$ cat src/rtl/cdfp_pkg.sv
package cdfp_pkg;

    localparam int MAX_COLUMNS_DEF = 1024;
    localparam int DIST_BITS_DEF   = 16;
    localparam int PIXEL_W         = 16;
    localparam int CFG_W           = 11;
    localparam int CFG_IDX_W       = 1;
    localparam int ROW_LIMIT       = 1024;
    localparam int ROW_W           = 10;

    typedef enum logic [CFG_IDX_W-1:0] {
        REG_IMAGE_ROWS = 1'b0,
        REG_IMAGE_COLS = 1'b1
    } t_cfg_reg;

    // Position of one pixel in the frame, as seen by the distance stage
    typedef struct packed {
        logic first_row;
        logic first_col;
        logic last_col;
        logic last_row;
    } t_pos_flags;

endpackage

$ cat src/rtl/cdfp_raster_ctr.sv
module cdfp_raster_ctr #(
    parameter int MAX_COLUMNS = cdfp_pkg::MAX_COLUMNS_DEF,
    parameter int COL_W       = $clog2(cdfp_pkg::MAX_COLUMNS_DEF)
) (
    input  logic                             i_clk,
    input  logic                             i_rst_n,
    input  logic                             i_cfg_wr_en,
    input  logic [cdfp_pkg::CFG_IDX_W-1:0]   i_cfg_index,
    input  logic [cdfp_pkg::CFG_W-1:0]       i_cfg_data,
    input  logic                             i_advance,
    output logic [COL_W-1:0]                 o_col,
    output cdfp_pkg::t_pos_flags             o_flags
);
    import cdfp_pkg::*;

    localparam int CNT_W = (COL_W + 1 > CFG_W) ? COL_W + 1 : CFG_W;
    localparam logic [CNT_W-1:0] MAX_COLS_C  = CNT_W'(MAX_COLUMNS);
    localparam logic [CFG_W-1:0] ROW_LIMIT_C = CFG_W'(ROW_LIMIT);

    logic [CFG_W-1:0] r_rows;
    logic [CFG_W-1:0] r_cols;
    logic [COL_W-1:0] r_col, n_col, col_c;
    logic [ROW_W-1:0] r_row, n_row, row_c;
    logic [CNT_W-1:0] cols_w, eff_cols;
    logic [CFG_W-1:0] eff_rows;
    logic             last_col, last_row;

    always_ff @(posedge i_clk) begin
        if (!i_rst_n) begin
            r_rows <= CFG_W'(1);
            r_cols <= CFG_W'(1);
        end else if (i_cfg_wr_en) begin
            unique case (t_cfg_reg'(i_cfg_index))
                REG_IMAGE_ROWS: r_rows <= i_cfg_data;
                REG_IMAGE_COLS: r_cols <= i_cfg_data;
            endcase
        end
    end

    // zero acts as one, oversize acts as the limit
    always_comb begin
        cols_w   = CNT_W'(r_cols);
        eff_cols = (cols_w == '0) ? CNT_W'(1) :
                   ((cols_w > MAX_COLS_C) ? MAX_COLS_C : cols_w);
        eff_rows = (r_rows == '0) ? CFG_W'(1) :
                   ((r_rows > ROW_LIMIT_C) ? ROW_LIMIT_C : r_rows);
        col_c    = (CNT_W'(r_col) >= eff_cols) ? COL_W'(eff_cols - CNT_W'(1)) : r_col;
        row_c    = (CFG_W'(r_row) >= eff_rows) ? ROW_W'(eff_rows - CFG_W'(1)) : r_row;
        last_col = (CNT_W'(col_c) + CNT_W'(1)) >= eff_cols;
        last_row = (CFG_W'(row_c) + CFG_W'(1)) >= eff_rows;
    end

    always_comb begin
        if (last_col) begin
            n_col = '0;
            n_row = last_row ? '0 : row_c + ROW_W'(1);
        end else begin
            n_col = col_c + COL_W'(1);
            n_row = row_c;
        end
    end

    always_ff @(posedge i_clk) begin
        if (!i_rst_n) begin
            r_col <= '0;
            r_row <= '0;
        end else if (i_advance) begin
            r_col <= n_col;
            r_row <= n_row;
        end
    end

    assign o_col             = col_c;
    assign o_flags.first_row = (row_c == '0);
    assign o_flags.first_col = (col_c == '0);
    assign o_flags.last_col  = last_col;
    assign o_flags.last_row  = last_row;

endmodule

$ cat config.mk
export PLATFORM = sky130hd
export DESIGN_NAME = cdfp_raster_ctr
export DESIGN_NICKNAME = d
export VERILOG_FILES = /design/src/rtl/cdfp_pkg.sv /design/src/rtl/cdfp_raster_ctr.sv
export SDC_FILE = /design/constraint.sdc
export NUM_CORES = 1
export LEC_CHECK = 0
export BUFFER_PORTS_ARGS = -buffer_cell sky130_fd_sc_hd__buf_2
export CORE_MARGIN = 8
export CORE_UTILIZATION = 31
export DETAILED_ROUTE_END_ITERATION = 12
export SLEW_MARGIN = 20
export SYNTH_ARGS = -nofsm -noshare
export SYNTH_HDL_FRONTEND = slang
export SYNTH_SLANG_ARGS = --single-unit
$ cat constraint.sdc
create_clock -name i_clk -period 13.69 [get_ports i_clk]
set_input_delay 2.0535 -clock i_clk [delete_from_list [all_inputs] [get_ports i_clk]]
set_output_delay 2.0535 -clock i_clk [all_outputs]
set_load 0.005 [all_outputs]
==> results by group, run 1 <==
Timing
  • Max Transition Viols Final: 0
  • Fin crit period: 8230 ps
  • Setup TNS: 0 ps
  • Final hold vios: 0
  • Clock skew: 9.52 ps
  • Final period util: between 60% and 70%
  • Worst rel slew slack: 35.0%
  • Achievable clock frequency: 122 MHz
  • Hold slack final: 511 ps
  • Setup violations, final: 0
  • Worst-Margin Slew: 969 ps
  • RSZ-0062 raised after global routing: false

Floorplanning
  • Core region area: 12100 µm²
  • Starting Density: 32.0%
  • Chip Height: 127 µm
  • Horiz. Die Dim: 127 µm
  • I/O pins: 30
  • Num rows: 40
  • Total die area: 16300 µm²

Worst setup path
  • Worst path required time: 11640 ps
  • Worst Path Arrival: 6170 ps
  • R2R setup slack: 7210 ps
  • Critical path type: flop to primary output
  • Worst Setup End Kind: primary output
  • Startpoint class of the critical path: flop
  • Worst Path Max Fanout: 25

Global route
  • Pin count of the biggest net entering global routing: 34
  • Number of global-route vias before repair: 3814
  • First-pass GRT wire length: 19.2 mm
  • Initial antenna violation count: 0
  • GRT Total Usage: 14.4%
  • Remaining global-route overflow: 0

Synth
  • Asr flop ratio synth: 0%
  • Post-Syn Area: 3850 µm²
  • Main synth FF type: dfxtp_1
  • Seq/Total Area, Yosys: 21.8%
  • Synth cell types: 68
  • Yosys reg bits: 42
  • Yosys warns: 0
  • Post-synth EDFFs: 0
  • Mean Syn Cell Area: 7.80 µm²
  • Post-synthesis cell count: 494
  • Syn_nets: 557

Detailed routing
  • Total Routed Length: 11.4 mm
  • Routed length per instance: 16.8 µm
  • DRT antenna net count: 0
  • Routed vias/inst: 5.52
  • DRT Pass-1 Iters: 4
  • Number of remaining DRC errors: 0
  • Vias: 3742
  • Initial DRC Count: approximately 270

Clock network
  • # clock sinks: 42
  • H-tree depth: 2
  • Clk Latency, worst-skew pair: around 290 ps
  • Num CTS Buffers: 5
  • Total setup buffers inserted after CTS: 0
  • CTS tree: built
  • Hold Buf Count CTS: 0
  • Post-cts sizing count: 0
  • Root buf cell: clkbuf_16
  • Clk slew on worst S/H paths: approximately 70 ps
  • Clock Tree Buf Depth: 2

Layout
  • NumNets Final: 572
  • Post-route cell area: 4310 µm²
  • Commonest cells after routing, fill and taps aside: nand2_1, ha_1, a21oi_1
  • Non-filler cells, final: just under 700
  • Area taken by multi-input logic gates: 2830 µm²
  • Commonest non-fill, non-tap cell in the layout: nand2_1
  • ANT cells: 0
  • Ratio of cells with drive above 1 in the final layout: 12.7%
  • Final core occ: 35.8%
  • Register area: around 840 µm²
  • Fillcell total: 1255
  • Area growth syn-to-layout: 11.9%

Power
  • Power density cells: 258 nW/µm²
  • Leakage: ~1.8 nW
  • Max VDD drop: 0.134 mV

Placed design
  • RePlAce Congestion: 0.917
  • Port buffer count: 29
  • Placed Cells: 670
  • Detailed placement HPWL: between 8 and 9 mm
  • Placed instance area: roughly 4100 µm²

Run status
  • Outcome: finished clean

Worst hold path
  • Tightest Hold Check Type: flop to flop

Job
  • Max_cap viols: 0
-- cell type report --
class,count,area share [%]
clock buffers,5,2.90
clock inverters,3,1.60
inverters,24,2.09
multi-input cells,407,65.7
flip-flops and latches,42,19.5
well taps,168,4.87
repair buffers,29,3.37
-- cell usage after synthesis, drive strengths merged, types with 8 or more instances --
master   n  share of area (%)
a21o     8                1.6
a21oi   46                6.3
buf     11                1.5
clkbuf  10                1.0
dfxtp   42                 22
ha      47                 15
inv     24                2.3
mux2     9                2.6
mux2i   12                3.5
nand2   82                8.0
nand3   16                2.1
nor2    25                2.4
nor3    13                1.8
o21ai   21                2.7
xnor2   14                3.4
-- cells by family (layout without fill, tap and decap cells) --
family | Yosys count | count (layout) | share of synthesized area [%]
fa+ha+maj | 47 | 47 | 15.3
xor+xnor | 19 | 19 | 4.51
buf+inv | 45 | 61 | 4.87
compound gates | 133 | 133 | 23.1
mux | 21 | 21 | 6.17
simple gates | 187 | 187 | 24.3
flops | 42 | 42 | 21.8
-- routing by layer --
metal	GRT usage [%]	share of wire [%]
met5	0	0
met4	4.62	2.3
met3	2.41	4.7
met2	25.9	49
met1	16.9	43
-- sequential cells by signal, summed over array words and instances (netlist names) --
signal and flops:
cols_w 11, r_rows 11, r_row 10, r_col 10
-- stage by stage --
stage          total power [mW]  setup slack (ps)
6_report                   1.11              5460
5_1_grt                    1.23              5030
4_1_cts                    1.11              5230
3_5_place_dp              0.937              5540
3_3_place_gp              0.923              5610
2_1_floorplan             0.756              6380
-- path summary, 6_finish.rpt --
| kind | cells after the start | endpoint | start |
|---|---|---|---|
| hold / removal | 2 | r_col[1] | r_col[1] |
| setup / recovery | 21 | o_flags[1] | cols_w[5] |
| hold reg to reg | 2 | r_col[1] | r_col[1] |
| setup reg to reg | 22 | r_col[6] | cols_w[5] |
-- where the power goes --
| group | internal [mW] | switching, mW |
|---|---|---|
| logic | 0.321 | 0.464 |
| clock network | 0.105 | 0.0554 |
| registers | 0.142 | 0.0260 |
-- critical path, cell delays in order (launching register included) --
cell       delay (ps)
dfxtp_1           370
or4_4             600
or4_4             520
a21oi_4           230
ha_1              150
nor2b_1            40
o21ai_0           220
a21oi_1           170
o22ai_4           620
nor2_1             90
a21oi_1           400
ha_1              390
nand3_1           120
o22ai_1           230
xor2_1            270
ha_1              290
a211oi_1          250
nand2_1           120
o2bb2ai_1         200
a31o_2            280
inv_1             150
buf_2             160
(Power assumes the default switching activity.)
==> run 2, diff against run 1 <==
Settings changed: ABC_AREA set to 1.
Clock period 13.69 ns to 7.25 ns, I/O delays scaled along.
==> run 2 against run 1 <==
Compared with the run above: cell count is 26% higher; critical path type unchanged; routed wire length grew 1.9%; worst hold slack lost 37 ps; non-clock buffer count unchanged; critical path depth up 7; utilization shrank 0.73 points; clock-buffer cell count unchanged; via count rose by 9.2%; die area grew 8.1%; final area grew 7.5%; first-iteration DRC count fell by 2.2%; highest routed layer unchanged; critical endpoint unchanged.
==> results by group, run 2 <==
Run status
  • Outcome: finished clean

Worst setup path
  • Top cell by count, worst path: nand2_1
  • Startpoint class of the critical path: flop
  • RR Startpoint: cols_w[4]
  • Slowest cell on the critical path: a31oi_1
  • Worst Setup End Kind: primary output
  • CP startpoint: cols_w[4]
  • Worst Path Arrival: 5070 ps
  • R2r worst-path depth: 30
  • FF-to-FF End: r_col[7]
  • Critical path type: flop to primary output
  • Worst Path Max Fanout: 18
  • Worst path required time: a little over 6000 ps
  • Maximum single-stage delay on the critical path: between 400 and 500 ps
  • End point of the critical path: o_flags[1]
  • R2R setup slack: about 1700 ps

Layout
  • Commonest cells after routing, fill and taps aside: nand2_1, inv_1, nor2_1
  • NumNets Final: around 740
  • Ratio of cells with drive above 1 in the final layout: 13.8%
  • ANT cells: 0
  • Commonest non-fill, non-tap cell in the layout: nand2_1
  • Area growth syn-to-layout: 10.1%

Timing
  • RSZ-0062 raised after global routing: false
  • Clock skew: 14.9 ps
  • Worst rel slew slack: 53.2%
  • Worst-Margin Slew: 702 ps
  • Final hold vios: 0
  • Fin crit period: 6150 ps
  • Achievable clock frequency: approximately 160 MHz
  • Final period util: 84.9%
  • Max Transition Viols Final: 0
  • Setup violations, final: 0
  • Setup TNS: 0 ps

Synth
  • Asr flop ratio synth: 0%
  • Yosys reg bits: 42
  • Most frequent cell after synthesis: nand2_1
  • Post-synth top area share: 20.0%
  • Seq/Total Area, Yosys: roughly a fifth
  • Syn_nets: 718
  • Synth area leaders: dfxtp_1, nand2_1, ha_1, inv_1, nor2_1
  • Yosys top cell by area: dfxtp_1
  • Post-synth EDFFs: 0
  • Yosys warns: 0
  • Most frequent cells after synthesis: nand2_1, inv_1, nor2_1
  • Main synth FF type: dfxtp_1
  • Post-synthesis cell count: between 600 and 700
  • Synth cell types: 52
  • Mean Syn Cell Area: 6.43 µm²
  • Post-Syn Area: 4210 µm²

Floorplanning
  • Num rows: 42
  • I/O pins: 30
  • Starting Density: 31.8%
  • Horiz. Die Dim: 133 µm
  • Total die area: 17600 µm²
  • Chip Height: 133 µm
  • Core region area: 13200 µm²

Global route
  • Pin count of the biggest net entering global routing: 29
  • First-pass GRT wire length: 20.1 mm
  • GRT Total Usage: 13.8%
  • Remaining global-route overflow: 0
  • Number of global-route vias before repair: 4095
  • Initial antenna violation count: 0

Clock network
  • Clock Tree Buf Depth: 2
  • Post-cts sizing count: 0
  • Num CTS Buffers: 5
  • Clk slew on worst S/H paths: 70 ps
  • CTS tree: built
  • Clk Latency, worst-skew pair: 300 ps
  • Hold Buf Count CTS: 0
  • H-tree depth: 2
  • Root buf cell: clkbuf_16
  • Total setup buffers inserted after CTS: 0
  • # clock sinks: 42

Detailed routing
  • Total Routed Length: 11.6 mm
  • Met1 wire length: about 5.6 mm
  • DRT Pass-1 Iters: 5
  • Routed length per instance: ~14 µm
  • DRT antenna net count: 0
  • Number of remaining DRC errors: 0
  • Met2 WL: roughly 5.5 mm
  • Vias: 4085
  • Initial DRC Count: 266
  • Max Used Layer: met4
  • Met3 wire length: 449 µm
  • Routed vias/inst: 4.79

Placed design
  • RePlAce Congestion: between 0.8 and 0.9
  • Detailed placement HPWL: 9.35 mm
  • Port buffer count: 29

Worst hold path
  • Tightest Hold Check Type: flop to flop

Job
  • Max_cap viols: 0
-- run 2: cell types whose count changed in the layout (fill, tap and decap cells not counted), moves of 8 or more --
cell	change
mux2_2	-9
o21ai_0	+15
nand2_2	+9
nor2_1	+45
nand3_1	+22
a21o_1	-8
inv_1	+51
mux2i_1	-10
nand2_1	+93
a21oi_1	-9
xnor2_1	-9
nand4_1	+10
-- run 2: cell families (layout without fill, tap and decap cells) --
group | after synthesis | count (layout) | synth area share, %
simple gates | 353 | 353 | 39.9
compound gates | 104 | 104 | 14.5
buf+inv | 100 | 121 | 9.63
fa+ha+maj | 47 | 47 | 14.0
flops | 42 | 42 | 20.0
xor+xnor | 9 | 9 | 2.05
-- run 2: per-layer routing --
metal  up-vias  GRT usage (%)
li1       2200              -
met2        55           23.7
met1      1816           17.2
met5         -              0
met4         0           3.60
met3        14           2.42
-- run 2: final cells by class --
cell class / instances / area, µm²
clock inverter: 3 / 26.3
fill: 1481 / 8600
sequential: 42 / 841
clock buffer: 5 / 125
timing repair buffer: 29 / 145
tap: 176 / 220
multi-input combinational: 513 / 2970
inverter: 84 / 315
-- run 2: through the flow --
stage / instances / setup slack [ps] / utilization (%) / hold slack, ps / cell area (µm²)
after floorplan: 655 / 2260 / - / 437 / 4210
after global routing: 852 / 475 / 35.0 / 501 / 4640
after detailed placement: 844 / 1330 / 33.9 / 461 / 4490
after global placement: 844 / 1270 / 33.9 / 465 / 4490
after CTS: 852 / 1010 / 35.0 / 472 / 4640
final: 852 / 1100 / 35.0 / 474 / 4640
-- run 2: worst min-delay path by stage --
stage | startpoint | endpoint | slack, ps | cells after the start
2_1_floorplan | cols_w[5] | cols_w[5] | 440 | 2
3_3_place_gp | cols_w[5] | cols_w[5] | 460 | 2
3_5_place_dp | cols_w[7] | cols_w[7] | 460 | 2
4_1_cts | cols_w[7] | cols_w[7] | 470 | 2
5_1_grt | cols_w[5] | cols_w[5] | 500 | 2
6_report | cols_w[7] | cols_w[7] | 470 | 2
-- run 2: worst max-delay path: cells and delay by family, from the launching register on --
kind / cells / cell delay, ps
simple gates: 14 / 1730
flops: 1 / 340
compound gates: 6 / 1370
fa+ha+maj: 3 / 890
buf+inv: 5 / 450
Power of run 2 is not shown: default switching activity piles up to over one toggle a cycle in this logic, so the estimate is an artifact.
==> run 3, diff against run 2 <==
Clock period 7.25 ns to 6.35 ns, I/O delays scaled along.
==> run 3 against run 2 <==
Compared with the run above: utilization is 0.25 points higher; via count grew 0.54%; critical endpoint unchanged; largest cell class unchanged; non-clock buffer count grew 1; first-iteration DRC count unchanged; critical path type unchanged; global-route usage down 0.36 points; final area rose by 0.70%.
==> results by group, run 3 (same netlist as run 2, synthesis figures left out) <==
Run status
  • Outcome: finished clean

Job
  • Max_cap viols: 0

Detailed routing
  • Number of remaining DRC errors: 0
  • Routed vias/inst: 4.81
  • DRT Pass-1 Iters: 5
  • Vias: 4107
  • Total Routed Length: 11.7 mm
  • DRT antenna net count: 0
  • Routed length per instance: 13.7 µm
  • Initial DRC Count: 266

Floorplanning
  • Total die area: roughly 18000 µm²
  • Num rows: 42
  • Horiz. Die Dim: ~130 µm
  • Chip Height: 133 µm
  • Core region area: 13200 µm²
  • Starting Density: 31.8%
  • I/O pins: 30

Layout
  • Commonest cells after routing, fill and taps aside: nand2_1, inv_1, nor2_1
  • Area growth syn-to-layout: 10.9%
  • Commonest non-fill, non-tap cell in the layout: nand2_1
  • Fillcell total: roughly 1400
  • Register area: roughly 840 µm²
  • Area taken by multi-input logic gates: 2990 µm²
  • ANT cells: 0
  • NumNets Final: 739
  • Ratio of cells with drive above 1 in the final layout: 14.2%

Global route
  • Initial antenna violation count: 0
  • Remaining global-route overflow: 0
  • Number of global-route vias before repair: 3969
  • First-pass GRT wire length: 19.6 mm
  • GRT Total Usage: a little over an eighth
  • Pin count of the biggest net entering global routing: 29

Timing
  • Achievable clock frequency: 173 MHz
  • Max Transition Viols Final: 0
  • Worst-Margin Slew: between 600 and 700 ps
  • Worst rel slew slack: 53.4%
  • Final period util: about nine tenths
  • Fin crit period: 5770 ps
  • Setup violations, final: 0
  • Clock skew: 9.96 ps
  • Setup TNS: 0 ps
  • Final hold vios: 0
  • RSZ-0062 raised after global routing: false

Worst setup path
  • Critical path type: flop to primary output
  • R2R setup slack: 1040 ps
  • FF-to-FF End: r_row[4]
  • Worst path required time: 5400 ps
  • Maximum single-stage delay on the critical path: 360 ps
  • Top cell by count, worst path: nand2_1
  • CP startpoint: cols_w[2]
  • Worst Setup End Kind: primary output
  • Worst Path Max Fanout: 18
  • End point of the critical path: o_flags[1]
  • Startpoint class of the critical path: flop
  • R2r worst-path depth: 30
  • Slowest cell on the critical path: dfxtp_1
  • Worst Path Arrival: 4820 ps
  • RR Startpoint: cols_w[2]

Clock network
  • Clock Tree Buf Depth: 2
  • Clk Latency, worst-skew pair: 300 ps
  • CTS tree: built
  • Num CTS Buffers: 5
  • # clock sinks: 42
  • Clk slew on worst S/H paths: about 80 ps
  • Root buf cell: clkbuf_16
  • H-tree depth: 2

Worst hold path
  • Hold path start: cols_w[7]
  • Tightest Hold Check Type: flop to flop

Placed design
  • Port buffer count: 29
  • Detailed placement HPWL: 9.22 mm
  • RePlAce Congestion: 0.828
[run 3: timing repair]
| action | CTS | global route |
|---|---|---|
| endpoints found under the setup margin | 0 | 1 |
| hold buffers | 0 | 0 |
| gates resized for setup | 0 | 4 |
| buffers inserted | 0 | 0 |
[run 3: critical path: cells and delay by family, from the launching register on]
family | cells | cell delay, ps
flip-flops | 1 | 360
buffers and inverters | 5 | 390
adder cells (fa/ha/maj) | 3 | 840
AO/OA/AOI/OAI | 6 | 1190
AND/OR/NAND/NOR | 14 | 1720
[run 3: stage by stage]
step / cell area [µm²] / setup WS [ps] / util (%) / hold slack [ps] / std cells
6_report: 4670 / 576 / 35.3 / 473 / 853
3_5_place_dp: 4490 / 628 / 33.9 / 464 / 845
4_1_cts: 4650 / 291 / 35.1 / 476 / 853
3_3_place_gp: 4490 / 563 / 33.9 / 463 / 845
2_1_floorplan: 4210 / 1500 / - / 437 / 655
5_1_grt: 4670 / 29.4 / 35.3 / 509 / 853
[run 3: worst min path at each step]
stage	end	depth (start not counted)	slack, ps
final	cols_w[7]	2	470
after global routing	cols_w[5]	2	510
after global placement	cols_w[5]	2	460
after detailed placement	cols_w[5]	2	460
after CTS	cols_w[5]	2	480
after floorplan	cols_w[5]	2	440
[run 3: cell type report]
class / instances / share of cell area, %
Inverter: 84 / 6.75
Sequential cell: 42 / 18.0
Clock inverter: 3 / 0.563
Clock buffer: 5 / 2.68
Timing Repair Buffer: 30 / 3.27
Tap cell: 176 / 4.71
Multi-Input combinational cell: 513 / 64.0
[run 3: layer usage]
layer / wire (µm) / vias up / GRT usage (%)
met5: 0 / - / 0
met3: 429 / 8 / 2.35
met2: 5380 / 79 / 22.8
li1: - / 2197 / -
met1: 5690 / 1823 / 16.8
met4: 163 / 0 / 3.91
Power of run 3 is left out for the same reason.
